## src/sv/sytcd_pkg.sv

```systemverilog
// Shared types, constants and tables for the seconds-of-year to calendar date block.
`default_nettype none

package sytcd_pkg;

    localparam int YEAR_W      = 14;
    localparam int SECS_W      = 25;
    localparam int DAYS_W      = 9;
    localparam int REM_W       = 17;
    localparam int REM2_W      = 12;
    localparam int HOUR_W      = 5;
    localparam int MIN_W       = 6;
    localparam int SEC_W       = 6;
    localparam int MON_W       = 4;
    localparam int DAY_W       = 6;
    localparam int WDAY_W      = 3;
    localparam int J_W         = 23;
    localparam int C_W         = 8;
    localparam int F7_W        = 17;
    localparam int F3_W        = 9;

    localparam int IN_TDATA_W  = 40;
    localparam int OUT_TDATA_W = 32;

    localparam int MONTHS      = 12;
    localparam int SECS_PER_DAY  = 86400;
    localparam int SECS_PER_HOUR = 3600;
    localparam int SECS_PER_MIN  = 60;
    localparam int DAYS_PER_WEEK = 7;

    // floor(x / 86400) = floor((x >> 7) * DAY_RECIP >> DAY_K), exact over 25 bits
    localparam int DAY_SHIFT   = 7;
    localparam int DAY_RECIP   = 397683;
    localparam int DAY_K       = 28;
    localparam int DAY_PROD_W  = 37;

    // floor(y / 25), exact over 14 bits
    localparam int Y25_RECIP   = 41944;
    localparam int Y25_K       = 20;
    localparam int Y25_PROD_W  = 30;
    localparam int Q25_W       = 10;

    // floor(r / 3600) = floor((r >> 4) / 225)
    localparam int HOUR_SHIFT  = 4;
    localparam int HOUR_RECIP  = 9321;
    localparam int HOUR_K      = 21;
    localparam int HOUR_PROD_W = 27;

    // floor(t / 100) = floor((t >> 2) / 25)
    localparam int C100_SHIFT  = 2;
    localparam int C100_RECIP  = 5243;
    localparam int C100_K      = 17;
    localparam int C100_PROD_W = 25;

    // floor(r / 60) = floor((r >> 2) / 15)
    localparam int MIN_SHIFT   = 2;
    localparam int MIN_RECIP   = 1093;
    localparam int MIN_K       = 14;
    localparam int MIN_PROD_W  = 21;

    localparam int QUEUE_DEPTH_DEF = 4;

    typedef struct packed {
        logic [YEAR_W-1:0] year;
        logic              leap;
        logic [DAYS_W-1:0] days;
        logic [REM_W-1:0]  rem;
    } sytcd_item_t;

    function automatic logic [DAYS_W-1:0] month_first_day(input logic leap,
                                                          input logic [MON_W-1:0] idx);
        logic [DAYS_W-1:0] base;
        begin
            unique case (idx)
                4'd0:    base = 9'd0;
                4'd1:    base = 9'd31;
                4'd2:    base = 9'd59;
                4'd3:    base = 9'd90;
                4'd4:    base = 9'd120;
                4'd5:    base = 9'd151;
                4'd6:    base = 9'd181;
                4'd7:    base = 9'd212;
                4'd8:    base = 9'd243;
                4'd9:    base = 9'd273;
                4'd10:   base = 9'd304;
                4'd11:   base = 9'd334;
                default: base = 9'd365;
            endcase
            month_first_day = base + DAYS_W'(leap && (idx >= 4'd2));
        end
    endfunction

    // floor(275 * (idx + 1) / 9)
    function automatic logic [DAYS_W-1:0] month_term(input logic [MON_W-1:0] idx);
        begin
            unique case (idx)
                4'd0:    month_term = 9'd30;
                4'd1:    month_term = 9'd61;
                4'd2:    month_term = 9'd91;
                4'd3:    month_term = 9'd122;
                4'd4:    month_term = 9'd152;
                4'd5:    month_term = 9'd183;
                4'd6:    month_term = 9'd213;
                4'd7:    month_term = 9'd244;
                4'd8:    month_term = 9'd275;
                4'd9:    month_term = 9'd305;
                4'd10:   month_term = 9'd336;
                default: month_term = 9'd366;
            endcase
        end
    endfunction

endpackage

`default_nettype wire

```

## src/sv/sytcd_front.sv

```systemverilog
// Front end: accept requests, split off the day of year and classify the year as leap or common.
`default_nettype none

module sytcd_front
    import sytcd_pkg::*;
(
    input  logic              clk,
    input  logic              rst_n,
    input  logic              in_valid,
    output logic              in_ready,
    input  logic [YEAR_W-1:0] in_year,
    input  logic [SECS_W-1:0] in_secs,
    output logic              out_valid,
    input  logic              out_ready,
    output sytcd_item_t       out_item
);

    logic              v0_reg, v1_reg, v2_reg;
    logic              rdy0, rdy1, rdy2;

    logic [YEAR_W-1:0] year0_reg;
    logic [SECS_W-1:0] secs0_reg;

    logic [YEAR_W-1:0] year1_reg;
    logic [SECS_W-1:0] secs1_reg;
    logic [DAYS_W-1:0] days1_reg;
    logic [Q25_W-1:0]  q25_1_reg;

    sytcd_item_t       item2_reg;

    logic [DAY_PROD_W-1:0] day_prod;
    logic [Y25_PROD_W-1:0] y25_prod;
    logic [DAYS_W-1:0]     days1_next;
    logic [Q25_W-1:0]      q25_1_next;

    logic [SECS_W-1:0]     day_secs;
    logic [SECS_W-1:0]     rem_full;
    logic [YEAR_W-1:0]     q25_x25;
    logic                  div25;
    sytcd_item_t           item2_next;

    assign rdy2     = !v2_reg || out_ready;
    assign rdy1     = !v1_reg || rdy2;
    assign rdy0     = !v0_reg || rdy1;
    assign in_ready = rdy0;

    assign out_valid = v2_reg;
    assign out_item  = item2_reg;

    always_comb
    begin
        day_prod   = DAY_PROD_W'(secs0_reg[SECS_W-1:DAY_SHIFT]) * DAY_PROD_W'(DAY_RECIP);
        days1_next = day_prod[DAY_K +: DAYS_W];
        y25_prod   = Y25_PROD_W'(year0_reg) * Y25_PROD_W'(Y25_RECIP);
        q25_1_next = y25_prod[Y25_K +: Q25_W];
    end

    always_comb
    begin
        day_secs   = SECS_W'(days1_reg) * SECS_W'(SECS_PER_DAY);
        rem_full   = secs1_reg - day_secs;
        q25_x25    = YEAR_W'(q25_1_reg) * YEAR_W'(25);
        div25      = (q25_x25 == year1_reg);
        item2_next.year = year1_reg;
        item2_next.leap = (year1_reg[1:0] == 2'd0) && (!div25 || (year1_reg[3:0] == 4'd0));
        item2_next.days = days1_reg;
        item2_next.rem  = rem_full[REM_W-1:0];
    end

    always_ff @(posedge clk or negedge rst_n)
    begin
        if (!rst_n)
        begin
            v0_reg <= 1'b0;
            v1_reg <= 1'b0;
            v2_reg <= 1'b0;
        end
        else
        begin
            if (rdy0)
            begin
                v0_reg <= in_valid;
            end
            if (rdy1)
            begin
                v1_reg <= v0_reg;
            end
            if (rdy2)
            begin
                v2_reg <= v1_reg;
            end
        end
    end

    always_ff @(posedge clk)
    begin
        if (rdy0 && in_valid)
        begin
            year0_reg <= in_year;
            secs0_reg <= in_secs;
        end
        if (rdy1 && v0_reg)
        begin
            year1_reg <= year0_reg;
            secs1_reg <= secs0_reg;
            days1_reg <= days1_next;
            q25_1_reg <= q25_1_next;
        end
        if (rdy2 && v1_reg)
        begin
            item2_reg <= item2_next;
        end
    end

endmodule

`default_nettype wire

```

## src/sv/sytcd_queue.sv

```systemverilog
// Short queue that decouples the front end from the back end.
`default_nettype none

module sytcd_queue
    import sytcd_pkg::*;
#(
    parameter int DEPTH = QUEUE_DEPTH_DEF
)
(
    input  logic        clk,
    input  logic        rst_n,
    input  logic        in_valid,
    output logic        in_ready,
    input  sytcd_item_t in_item,
    output logic        out_valid,
    input  logic        out_ready,
    output sytcd_item_t out_item
);

    localparam int PTR_W = (DEPTH > 1) ? $clog2(DEPTH) : 1;
    localparam int CNT_W = $clog2(DEPTH + 1);

    sytcd_item_t       slot_reg [DEPTH];
    logic [PTR_W-1:0]  wr_ptr_reg, wr_ptr_next;
    logic [PTR_W-1:0]  rd_ptr_reg, rd_ptr_next;
    logic [CNT_W-1:0]  count_reg, count_next;
    logic              push, pop;

    assign in_ready  = (count_reg != CNT_W'(DEPTH));
    assign out_valid = (count_reg != '0);
    assign out_item  = slot_reg[rd_ptr_reg];
    assign push      = in_valid && in_ready;
    assign pop       = out_valid && out_ready;

    always_comb
    begin
        wr_ptr_next = wr_ptr_reg;
        rd_ptr_next = rd_ptr_reg;
        count_next  = count_reg;
        if (push)
        begin
            wr_ptr_next = (wr_ptr_reg == PTR_W'(DEPTH - 1)) ? '0 : wr_ptr_reg + 1'b1;
        end
        if (pop)
        begin
            rd_ptr_next = (rd_ptr_reg == PTR_W'(DEPTH - 1)) ? '0 : rd_ptr_reg + 1'b1;
        end
        if (push && !pop)
        begin
            count_next = count_reg + 1'b1;
        end
        else if (pop && !push)
        begin
            count_next = count_reg - 1'b1;
        end
    end

    always_ff @(posedge clk or negedge rst_n)
    begin
        if (!rst_n)
        begin
            wr_ptr_reg <= '0;
            rd_ptr_reg <= '0;
            count_reg  <= '0;
        end
        else
        begin
            wr_ptr_reg <= wr_ptr_next;
            rd_ptr_reg <= rd_ptr_next;
            count_reg  <= count_next;
        end
    end

    always_ff @(posedge clk)
    begin
        if (push)
        begin
            slot_reg[wr_ptr_reg] <= in_item;
        end
    end

endmodule

`default_nettype wire

```

## src/sv/sytcd_back.sv

```systemverilog
// Back end: time of day, month lookup, day of month and weekday, ending in the output register.
`default_nettype none

module sytcd_back
    import sytcd_pkg::*;
(
    input  logic              clk,
    input  logic              rst_n,
    input  logic              in_valid,
    output logic              in_ready,
    input  sytcd_item_t       in_item,
    output logic              out_valid,
    input  logic              out_ready,
    output logic [SEC_W-1:0]  sec_of_minute,
    output logic [MIN_W-1:0]  min_of_hour,
    output logic [HOUR_W-1:0] hour_of_day,
    output logic [MON_W-1:0]  month_index,
    output logic [DAY_W-1:0]  day_of_month,
    output logic [WDAY_W-1:0] weekday,
    output logic              past_year_end
);

    function automatic logic [WDAY_W-1:0] wday_mod7(input logic [J_W-1:0] j);
        logic [5:0] s1;
        logic [3:0] s2;
        begin
            s1 = 6'(j[J_W-1:21]);
            for (int i = 0; i < 7; i++)
            begin
                s1 = s1 + 6'(j[3*i +: 3]);
            end
            s2 = 4'(s1[5:3]) + 4'(s1[2:0]);
            if (s2 >= 4'(DAYS_PER_WEEK))
            begin
                s2 = s2 - 4'(DAYS_PER_WEEK);
            end
            wday_mod7 = s2[WDAY_W-1:0];
        end
    endfunction

    logic v1_reg, v2_reg, v3_reg, v4_reg;
    logic rdy1, rdy2, rdy3, rdy4;

    // stage 1
    logic [YEAR_W-1:0] year1_reg;
    logic              leap1_reg;
    logic [DAYS_W-1:0] days1_reg;
    logic [REM_W-1:0]  rem1_reg;
    logic [HOUR_W-1:0] hour1_reg, hour1_next;
    logic [MON_W-1:0]  mon1_reg, mon1_next;
    logic              past1_reg, past1_next;
    logic [HOUR_PROD_W-1:0] hour_prod;

    // stage 2
    logic [REM2_W-1:0] rem2_reg, rem2_next;
    logic [HOUR_W-1:0] hour2_reg;
    logic [MON_W-1:0]  mon2_reg;
    logic [DAY_W-1:0]  day2_reg, day2_next;
    logic              past2_reg;
    logic [J_W-1:0]    y367_2_reg, y367_2_next;
    logic [F7_W-1:0]   f7_2_reg, f7_2_next;
    logic [C_W-1:0]    c2_reg, c2_next;
    logic [REM_W-1:0]  hour_secs;
    logic [REM_W-1:0]  rem2_full;
    logic [DAYS_W-1:0] day_full;
    logic              early;
    logic [YEAR_W-1:0] t_year;
    logic [C100_PROD_W-1:0] c_prod;

    // stage 3
    logic [REM2_W-1:0] rem3_reg;
    logic [MIN_W-1:0]  min3_reg, min3_next;
    logic [HOUR_W-1:0] hour3_reg;
    logic [MON_W-1:0]  mon3_reg;
    logic [DAY_W-1:0]  day3_reg;
    logic              past3_reg;
    logic [J_W-1:0]    j3_reg, j3_next;
    logic [MIN_PROD_W-1:0] min_prod;
    logic [F3_W-1:0]   f3_full;

    // stage 4 (output register)
    logic [SEC_W-1:0]  sec4_reg, sec4_next;
    logic [MIN_W-1:0]  min4_reg;
    logic [HOUR_W-1:0] hour4_reg;
    logic [MON_W-1:0]  mon4_reg;
    logic [DAY_W-1:0]  day4_reg;
    logic [WDAY_W-1:0] wday4_reg, wday4_next;
    logic              past4_reg;
    logic [REM2_W-1:0] min_secs;
    logic [REM2_W-1:0] sec_full;

    assign rdy4     = !v4_reg || out_ready;
    assign rdy3     = !v3_reg || rdy4;
    assign rdy2     = !v2_reg || rdy3;
    assign rdy1     = !v1_reg || rdy2;
    assign in_ready = rdy1;

    assign out_valid     = v4_reg;
    assign sec_of_minute = sec4_reg;
    assign min_of_hour   = min4_reg;
    assign hour_of_day   = hour4_reg;
    assign month_index   = mon4_reg;
    assign day_of_month  = day4_reg;
    assign weekday       = wday4_reg;
    assign past_year_end = past4_reg;

    always_comb
    begin
        hour_prod  = HOUR_PROD_W'(in_item.rem[REM_W-1:HOUR_SHIFT]) * HOUR_PROD_W'(HOUR_RECIP);
        hour1_next = hour_prod[HOUR_K +: HOUR_W];
        mon1_next  = '0;
        for (int i = 1; i < MONTHS; i++)
        begin
            if (in_item.days >= month_first_day(in_item.leap, MON_W'(i)))
            begin
                mon1_next = mon1_next + 1'b1;
            end
        end
        past1_next = (in_item.days >= month_first_day(in_item.leap, MON_W'(MONTHS)));
    end

    always_comb
    begin
        hour_secs   = REM_W'(hour1_reg) * REM_W'(SECS_PER_HOUR);
        rem2_full   = rem1_reg - hour_secs;
        rem2_next   = rem2_full[REM2_W-1:0];
        day_full    = days1_reg - month_first_day(leap1_reg, mon1_reg) + 1'b1;
        day2_next   = day_full[DAY_W-1:0];
        early       = (mon1_reg < 4'd2);
        if (!early)
        begin
            t_year = year1_reg;
        end
        else if (year1_reg == '0)
        begin
            t_year = '0;
        end
        else
        begin
            t_year = year1_reg - 1'b1;
        end
        c_prod      = C100_PROD_W'(t_year[YEAR_W-1:C100_SHIFT]) * C100_PROD_W'(C100_RECIP);
        c2_next     = c_prod[C100_K +: C_W];
        y367_2_next = J_W'(year1_reg) * J_W'(367);
        f7_2_next   = (F7_W'(year1_reg) + F7_W'(!early)) * F7_W'(7);
    end

    always_comb
    begin
        min_prod  = MIN_PROD_W'(rem2_reg[REM2_W-1:MIN_SHIFT]) * MIN_PROD_W'(MIN_RECIP);
        min3_next = min_prod[MIN_K +: MIN_W];
        f3_full   = (F3_W'(c2_reg) + 1'b1) * F3_W'(3);
        j3_next   = y367_2_reg
                  - J_W'(f7_2_reg[F7_W-1:2])
                  - J_W'(f3_full[F3_W-1:2])
                  + J_W'(month_term(mon2_reg))
                  + J_W'(day2_reg)
                  + J_W'(3);
    end

    always_comb
    begin
        min_secs   = REM2_W'(min3_reg) * REM2_W'(SECS_PER_MIN);
        sec_full   = rem3_reg - min_secs;
        sec4_next  = sec_full[SEC_W-1:0];
        wday4_next = wday_mod7(j3_reg);
    end

    always_ff @(posedge clk or negedge rst_n)
    begin
        if (!rst_n)
        begin
            v1_reg <= 1'b0;
            v2_reg <= 1'b0;
            v3_reg <= 1'b0;
            v4_reg <= 1'b0;
        end
        else
        begin
            if (rdy1)
            begin
                v1_reg <= in_valid;
            end
            if (rdy2)
            begin
                v2_reg <= v1_reg;
            end
            if (rdy3)
            begin
                v3_reg <= v2_reg;
            end
            if (rdy4)
            begin
                v4_reg <= v3_reg;
            end
        end
    end

    always_ff @(posedge clk)
    begin
        if (rdy1 && in_valid)
        begin
            year1_reg <= in_item.year;
            leap1_reg <= in_item.leap;
            days1_reg <= in_item.days;
            rem1_reg  <= in_item.rem;
            hour1_reg <= hour1_next;
            mon1_reg  <= mon1_next;
            past1_reg <= past1_next;
        end
        if (rdy2 && v1_reg)
        begin
            rem2_reg   <= rem2_next;
            hour2_reg  <= hour1_reg;
            mon2_reg   <= mon1_reg;
            day2_reg   <= day2_next;
            past2_reg  <= past1_reg;
            y367_2_reg <= y367_2_next;
            f7_2_reg   <= f7_2_next;
            c2_reg     <= c2_next;
        end
        if (rdy3 && v2_reg)
        begin
            rem3_reg  <= rem2_reg;
            min3_reg  <= min3_next;
            hour3_reg <= hour2_reg;
            mon3_reg  <= mon2_reg;
            day3_reg  <= day2_reg;
            past3_reg <= past2_reg;
            j3_reg    <= j3_next;
        end
        if (rdy4 && v3_reg)
        begin
            sec4_reg  <= sec4_next;
            min4_reg  <= min3_reg;
            hour4_reg <= hour3_reg;
            mon4_reg  <= mon3_reg;
            day4_reg  <= day3_reg;
            wday4_reg <= wday4_next;
            past4_reg <= past3_reg;
        end
    end

endmodule

`default_nettype wire

```

## src/sv/seconds_of_year_to_calendar_date.sv

```systemverilog
// Top level: seconds of year to calendar date with weekday, on stream ports.
// Request path: 3 front, 1 queue and 4 back register stages lie between the edge that accepts a
// request and its result on m_axis.
// Throughput: one request per cycle; every stage is a pipeline register and divisions by
// constants use reciprocal multiplies. Stalls come only from m_axis back-pressure.
// Reset clears stage valid flags, queue pointers and queue count only; no clearing pass is needed.
`default_nettype none

module seconds_of_year_to_calendar_date
    import sytcd_pkg::*;
#(
    parameter int QUEUE_DEPTH = QUEUE_DEPTH_DEF
)
(
    input  logic                   clk,
    input  logic                   rst_n,
    input  logic                   s_axis_tvalid,
    output logic                   s_axis_tready,
    input  logic [IN_TDATA_W-1:0]  s_axis_tdata,  // year[13:0], seconds_in_year[38:14]
    output logic                   m_axis_tvalid,
    input  logic                   m_axis_tready,
    output logic [OUT_TDATA_W-1:0] m_axis_tdata,  // sec_of_minute[5:0], min_of_hour[11:6],
                                                  // hour_of_day[16:12], month_index[20:17],
                                                  // day_of_month[26:21], weekday[29:27]
    output logic                   m_axis_tuser   // past_year_end
);

    logic              fr_valid, fr_ready;
    sytcd_item_t       fr_item;
    logic              q_valid, q_ready;
    sytcd_item_t       q_item;

    logic [SEC_W-1:0]  sec_of_minute;
    logic [MIN_W-1:0]  min_of_hour;
    logic [HOUR_W-1:0] hour_of_day;
    logic [MON_W-1:0]  month_index;
    logic [DAY_W-1:0]  day_of_month;
    logic [WDAY_W-1:0] weekday;
    logic              past_year_end;

    sytcd_front u_front (
        .clk       (clk),
        .rst_n     (rst_n),
        .in_valid  (s_axis_tvalid),
        .in_ready  (s_axis_tready),
        .in_year   (s_axis_tdata[YEAR_W-1:0]),
        .in_secs   (s_axis_tdata[YEAR_W +: SECS_W]),
        .out_valid (fr_valid),
        .out_ready (fr_ready),
        .out_item  (fr_item)
    );

    sytcd_queue #(
        .DEPTH (QUEUE_DEPTH)
    ) u_queue (
        .clk       (clk),
        .rst_n     (rst_n),
        .in_valid  (fr_valid),
        .in_ready  (fr_ready),
        .in_item   (fr_item),
        .out_valid (q_valid),
        .out_ready (q_ready),
        .out_item  (q_item)
    );

    sytcd_back u_back (
        .clk           (clk),
        .rst_n         (rst_n),
        .in_valid      (q_valid),
        .in_ready      (q_ready),
        .in_item       (q_item),
        .out_valid     (m_axis_tvalid),
        .out_ready     (m_axis_tready),
        .sec_of_minute (sec_of_minute),
        .min_of_hour   (min_of_hour),
        .hour_of_day   (hour_of_day),
        .month_index   (month_index),
        .day_of_month  (day_of_month),
        .weekday       (weekday),
        .past_year_end (past_year_end)
    );

    assign m_axis_tdata = {2'b00, weekday, day_of_month, month_index,
                           hour_of_day, min_of_hour, sec_of_minute};
    assign m_axis_tuser = past_year_end;

    a_time_range: assert property (@(posedge clk) disable iff (!rst_n)
        m_axis_tvalid |-> (hour_of_day <= 5'd23) && (min_of_hour <= 6'd59)
                          && (sec_of_minute <= 6'd59) && (weekday <= 3'd6))
        else $error("time of day or weekday out of range");

    a_month_range: assert property (@(posedge clk) disable iff (!rst_n)
        m_axis_tvalid |-> (month_index <= 4'd11) && (day_of_month != 6'd0))
        else $error("month or day of month out of range");

    a_in_year_day: assert property (@(posedge clk) disable iff (!rst_n)
        (m_axis_tvalid && !past_year_end) |-> (day_of_month <= 6'd31))
        else $error("day of month past 31 inside the year");

    a_past_dec: assert property (@(posedge clk) disable iff (!rst_n)
        (m_axis_tvalid && past_year_end) |-> (month_index == 4'd11))
        else $error("past year end outside December");

endmodule

`default_nettype wire

```

## config.mk

```make
export PLATFORM = sky130hd
export DESIGN_NAME = seconds_of_year_to_calendar_date
export DESIGN_NICKNAME = d
export VERILOG_FILES = /design/src/sv/sytcd_pkg.sv /design/src/sv/sytcd_front.sv /design/src/sv/sytcd_queue.sv /design/src/sv/sytcd_back.sv /design/src/sv/seconds_of_year_to_calendar_date.sv
export SDC_FILE = /design/constraint.sdc
export NUM_CORES = 2
export LEC_CHECK = 0
export BUFFER_PORTS_ARGS = -buffer_cell sky130_fd_sc_hd__buf_2
export CAP_MARGIN = 5
export CORE_MARGIN = 2
export CORE_UTILIZATION = 55
export CTS_CLUSTER_SIZE = 25
export DETAILED_ROUTE_END_ITERATION = 7
export PLACE_DENSITY = 0.67
export SLEW_MARGIN = 0
export SYNTH_ARGS = -nofsm -noshare
export SYNTH_HDL_FRONTEND = slang
export SYNTH_SLANG_ARGS = --single-unit
export TNS_END_PERCENT = 10
```

## constraint.sdc

```tcl
create_clock -name clk -period 19.6 [get_ports clk]
set_clock_uncertainty 0.15 [all_clocks]
set_input_delay 1.96 -clock clk [delete_from_list [all_inputs] [get_ports clk]]
set_output_delay 1.96 -clock clk [all_outputs]
set_load 0.02 [all_outputs]
```

==> PnR_summary.wiki <==
{| class="wikitable"
! Metric !! Value
|-
| Run status || completed
|-
| Clock transition at the registers of the reported paths || around 0.06 ns
|-
| DIE HEIGHT || about 280 um
|-
| Number of instances on the worst hold path || 0
|-
| Avg Inst Size Synth || 12.4 um^2
|-
| Critical path fanouts, max || 43
|-
| Normalized max-slew margin || 22.4%
|-
| Final total negative setup slack || 0 ns
|-
| Total of cells resized after clock tree synthesis || 0
|-
| Classification of the worst setup path || reg -> reg
|-
| Number of optimization iterations in the first detailed-route pass || 5
|-
| Count of state elements after synthesis || between 500 and 600
|-
| Final Routed Wirelength || 70.8 mm
|-
| Width of the die || approximately 280 um
|-
| Slew of the pin with the lowest slew margin || 1.15 ns
|-
| Setup violators final || 0
|-
| Remaining design rule violation count || 0
|-
| Hold Crit Start || u_back.rem2_reg[0]
|-
| Sort of element at the start of the critical path || flip-flop
|-
| Share of final-layout standard cells stronger than drive strength 1 || 7.58%
|-
| Class of the tightest hold or removal check || reg -> reg
|-
| Crit path capture type || flip-flop
|-
| Final Hold Vio Count || 0
|-
| Number of diodes added for antenna fixing || 0
|-
| Number of flip-flops in the largest register || 164
|-
| Initial detailed-routing violation count || ~860
|-
| Remaining global-route overflow || 0
|-
| CTS tree || done
|-
| Num Clock Sinks || 522
|-
| Worst Hold Slack || between 0.2 and 0.3 ns
|-
| Clock buffer count from CTS || 57
|-
| Vias per cell || 5.06
|-
| Highest clock rate || 117 MHz
|-
| Post-CTS Hold Buffers || 0
|-
| Post-layout util || around 60%
|-
| Final-layout fill cell count || 6,301
|-
| Max Root-Sink Buffers || 3
|-
| Post-synthesis instance total || 3,441
|-
| I/O pin count || 79
|-
| Antenna violations before repair || 0
|-
| First-pass GRT wire length || 121 mm
|-
| Overall fraction of global-route tracks in use || a little under a fifth
|-
| CORE AREA || 77,100 um^2
|-
| Final critical path time including I/O delays and setup || 8.58 ns
|-
| Standard-cell rows || 102
|-
| Max-Cap Viols || 0
|-
| Sequential cell area in the final layout || 15,500 um^2
|-
| Most instantiated flip-flop cell in the synthesis netlist || sky130_fd_sc_hd__edfxtp_1
|-
| Root buffer cell || sky130_fd_sc_hd__clkbuf_16
|-
| Synthesis Warnings || 0
|-
| Critical path required time || 19.98 ns
|-
| Share of the yosys chip area belonging to registers || 36.3%
|-
| Antenna-violating nets left || 0
|-
| Area of the die || ~80,000 um^2
|-
| Pin count of the biggest net entering global routing || 75
|-
| Top area cells in the synthesized netlist || sky130_fd_sc_hd__edfxtp_1 (35%), sky130_fd_sc_hd__ha_1 (23%), sky130_fd_sc_hd__fa_1 (17%), sky130_fd_sc_hd__inv_1 (7.0%), sky130_fd_sc_hd__xnor2_1 (3.2%)
|-
| Number of synthesized flops with an enable pin || between 400 and 500
|-
| Area growth, synth to finish || 8.56%
|-
| Period utilisation layout || 43.8%
|-
| Most area-hungry cell type in the Yosys netlist || sky130_fd_sc_hd__edfxtp_1
|-
| Starting density of the core || 55.3%
|-
| Share of the synthesized area in the top cell type || 34.7%
|-
| Worst min-delay path endpoint || u_back.rem3_reg[0]
|-
| CTS H-tree lvls || 2
|-
| Mean routed wirelength per cell || 15.2 um
|-
| Clock Latency Late Sink || 0.62 ns
|-
| Worst slack after detailed placement || 11.05 ns
|-
| RSZ-0062 raised after global routing || no
|-
| Count of unique library cells instantiated by Yosys || 81
|-
| Synthesized cell area || 42,600 um^2
|-
| Slowest-stage cell, CP || sky130_fd_sc_hd__o311ai_0
|-
| Arrival time worst endpoint || 8.96 ns
|-
| RePlAce Congestion || approximately 0.84
|-
| Most common library cell in the layout ignoring fill and taps || sky130_fd_sc_hd__inv_1
|-
| Number of global-route vias before repair || roughly 25,000
|-
| Multi-input gate area in the final layout || 24,100 um^2
|-
| Post-DP HPWL || around 57 mm
|-
| DR vias || 23,600
|-
| Delay of the slowest critical-path stage || ~0.57 ns
|-
| Path depth of the worst reg2reg path || 36
|-
| Worst-case register-to-register setup slack || 11.02 ns
|-
| Commonest cells after routing, fill and taps aside || sky130_fd_sc_hd__inv_1 (792), sky130_fd_sc_hd__ha_1 (767), sky130_fd_sc_hd__edfxtp_1 (493)
|-
| Async SR Flop Fraction || 2.68%
|-
| Number of buffers added for setup after CTS || 0
|-
| Final Max Slew Viols || 0
|-
| I/O Buffers || 75
|-
| Layout Nets || between 4,000 and 5,000
|-
| Post-route worst setup slack || 11.02 ns
|-
| R2R Path Start || u_queue.rd_ptr_reg[1]
|}
==> kinds of logic (layout without fill, tap and decap cells) <==
family,Yosys count,count (layout),share of synthesized area (%)
simple gates,366,366,4.18
other cells,1,2,0.00880
buf+inv,813,988,7.28
flops,522,522,36.3
fa+ha+maj,1133,1133,39.7
compound gates,336,336,5.31
mux,60,60,2.66
xor+xnor,210,210,4.56
==> layer usage <==
layer  vias to the layer above  track usage (%)  wire (um)
li1                      11800                -          -
met1                     11500             24.9      32000
met2                       219             34.1      35700
met3                        72             2.10       1920
met4                         0             3.95       1180
met5                         -                0          0
==> Yosys cell counts (all sizes together), types with 7 or more instances <==
cell type and number:
inv 793, ha 767, edfxtp 493, fa 366
xnor2 162, nor2 102, nand2 90, a21oi 85
a21o 67, o21ai 58, xor2 46, mux4 41
nor3 33, nor2b 23, nand3 22, and2 21
and3 21, o21a 19, o21bai 19, a31oi 15
buf 15, dfxtp 15, a21boi 14, dfrtp 14
nand2b 14, mux2i 13, or2 13, nand4 11
a211oi 8, o211ai 8, o31ai 7
==> through the flow <==
step	area, um^2	std cells
finish	46200	4657
global route	46200	4657
CTS	46200	4657
detailed placement	44300	4549
global placement	44300	4549
floorplan	42600	3442
==> how the worst max path moves through the flow <==
stage                          startpoint  cells past startpoint  slack, ns         to
global placement    u_queue.rd_ptr_reg[1]                     36      11.18  flip-flop
floorplan           u_queue.rd_ptr_reg[0]                     38      11.43  flip-flop
global route        u_queue.rd_ptr_reg[1]                     36      10.40  flip-flop
CTS                 u_queue.rd_ptr_reg[1]                     36      11.02  flip-flop
finish              u_queue.rd_ptr_reg[1]                     36      11.02  flip-flop
detailed placement  u_queue.rd_ptr_reg[1]                     36      11.05  flip-flop
==> cell type report <==
cell class | instances | share of cell area (%)
Clock inverter | 37 | 0.925
Tap cell | 1040 | 2.81
Inverter | 794 | 6.44
Multi-Input combinational cell | 2107 | 52.1
Timing Repair Buffer | 86 | 0.990
Sequential cell | 522 | 33.4
Clock buffer | 71 | 3.35
==> critical path, delay by kind of cell, from the launching register on <==
kind | cells | cell delay [ns]
mux | 3 | 1.15
xor+xnor | 6 | 1.27
flops | 1 | 0.35
buf+inv | 3 | 0.73
fa+ha+maj | 6 | 1.95
compound gates | 9 | 1.93
simple gates | 9 | 0.98
Power is not shown: default switching activity piles up to over one toggle a cycle in this logic, so the estimate is an artifact.
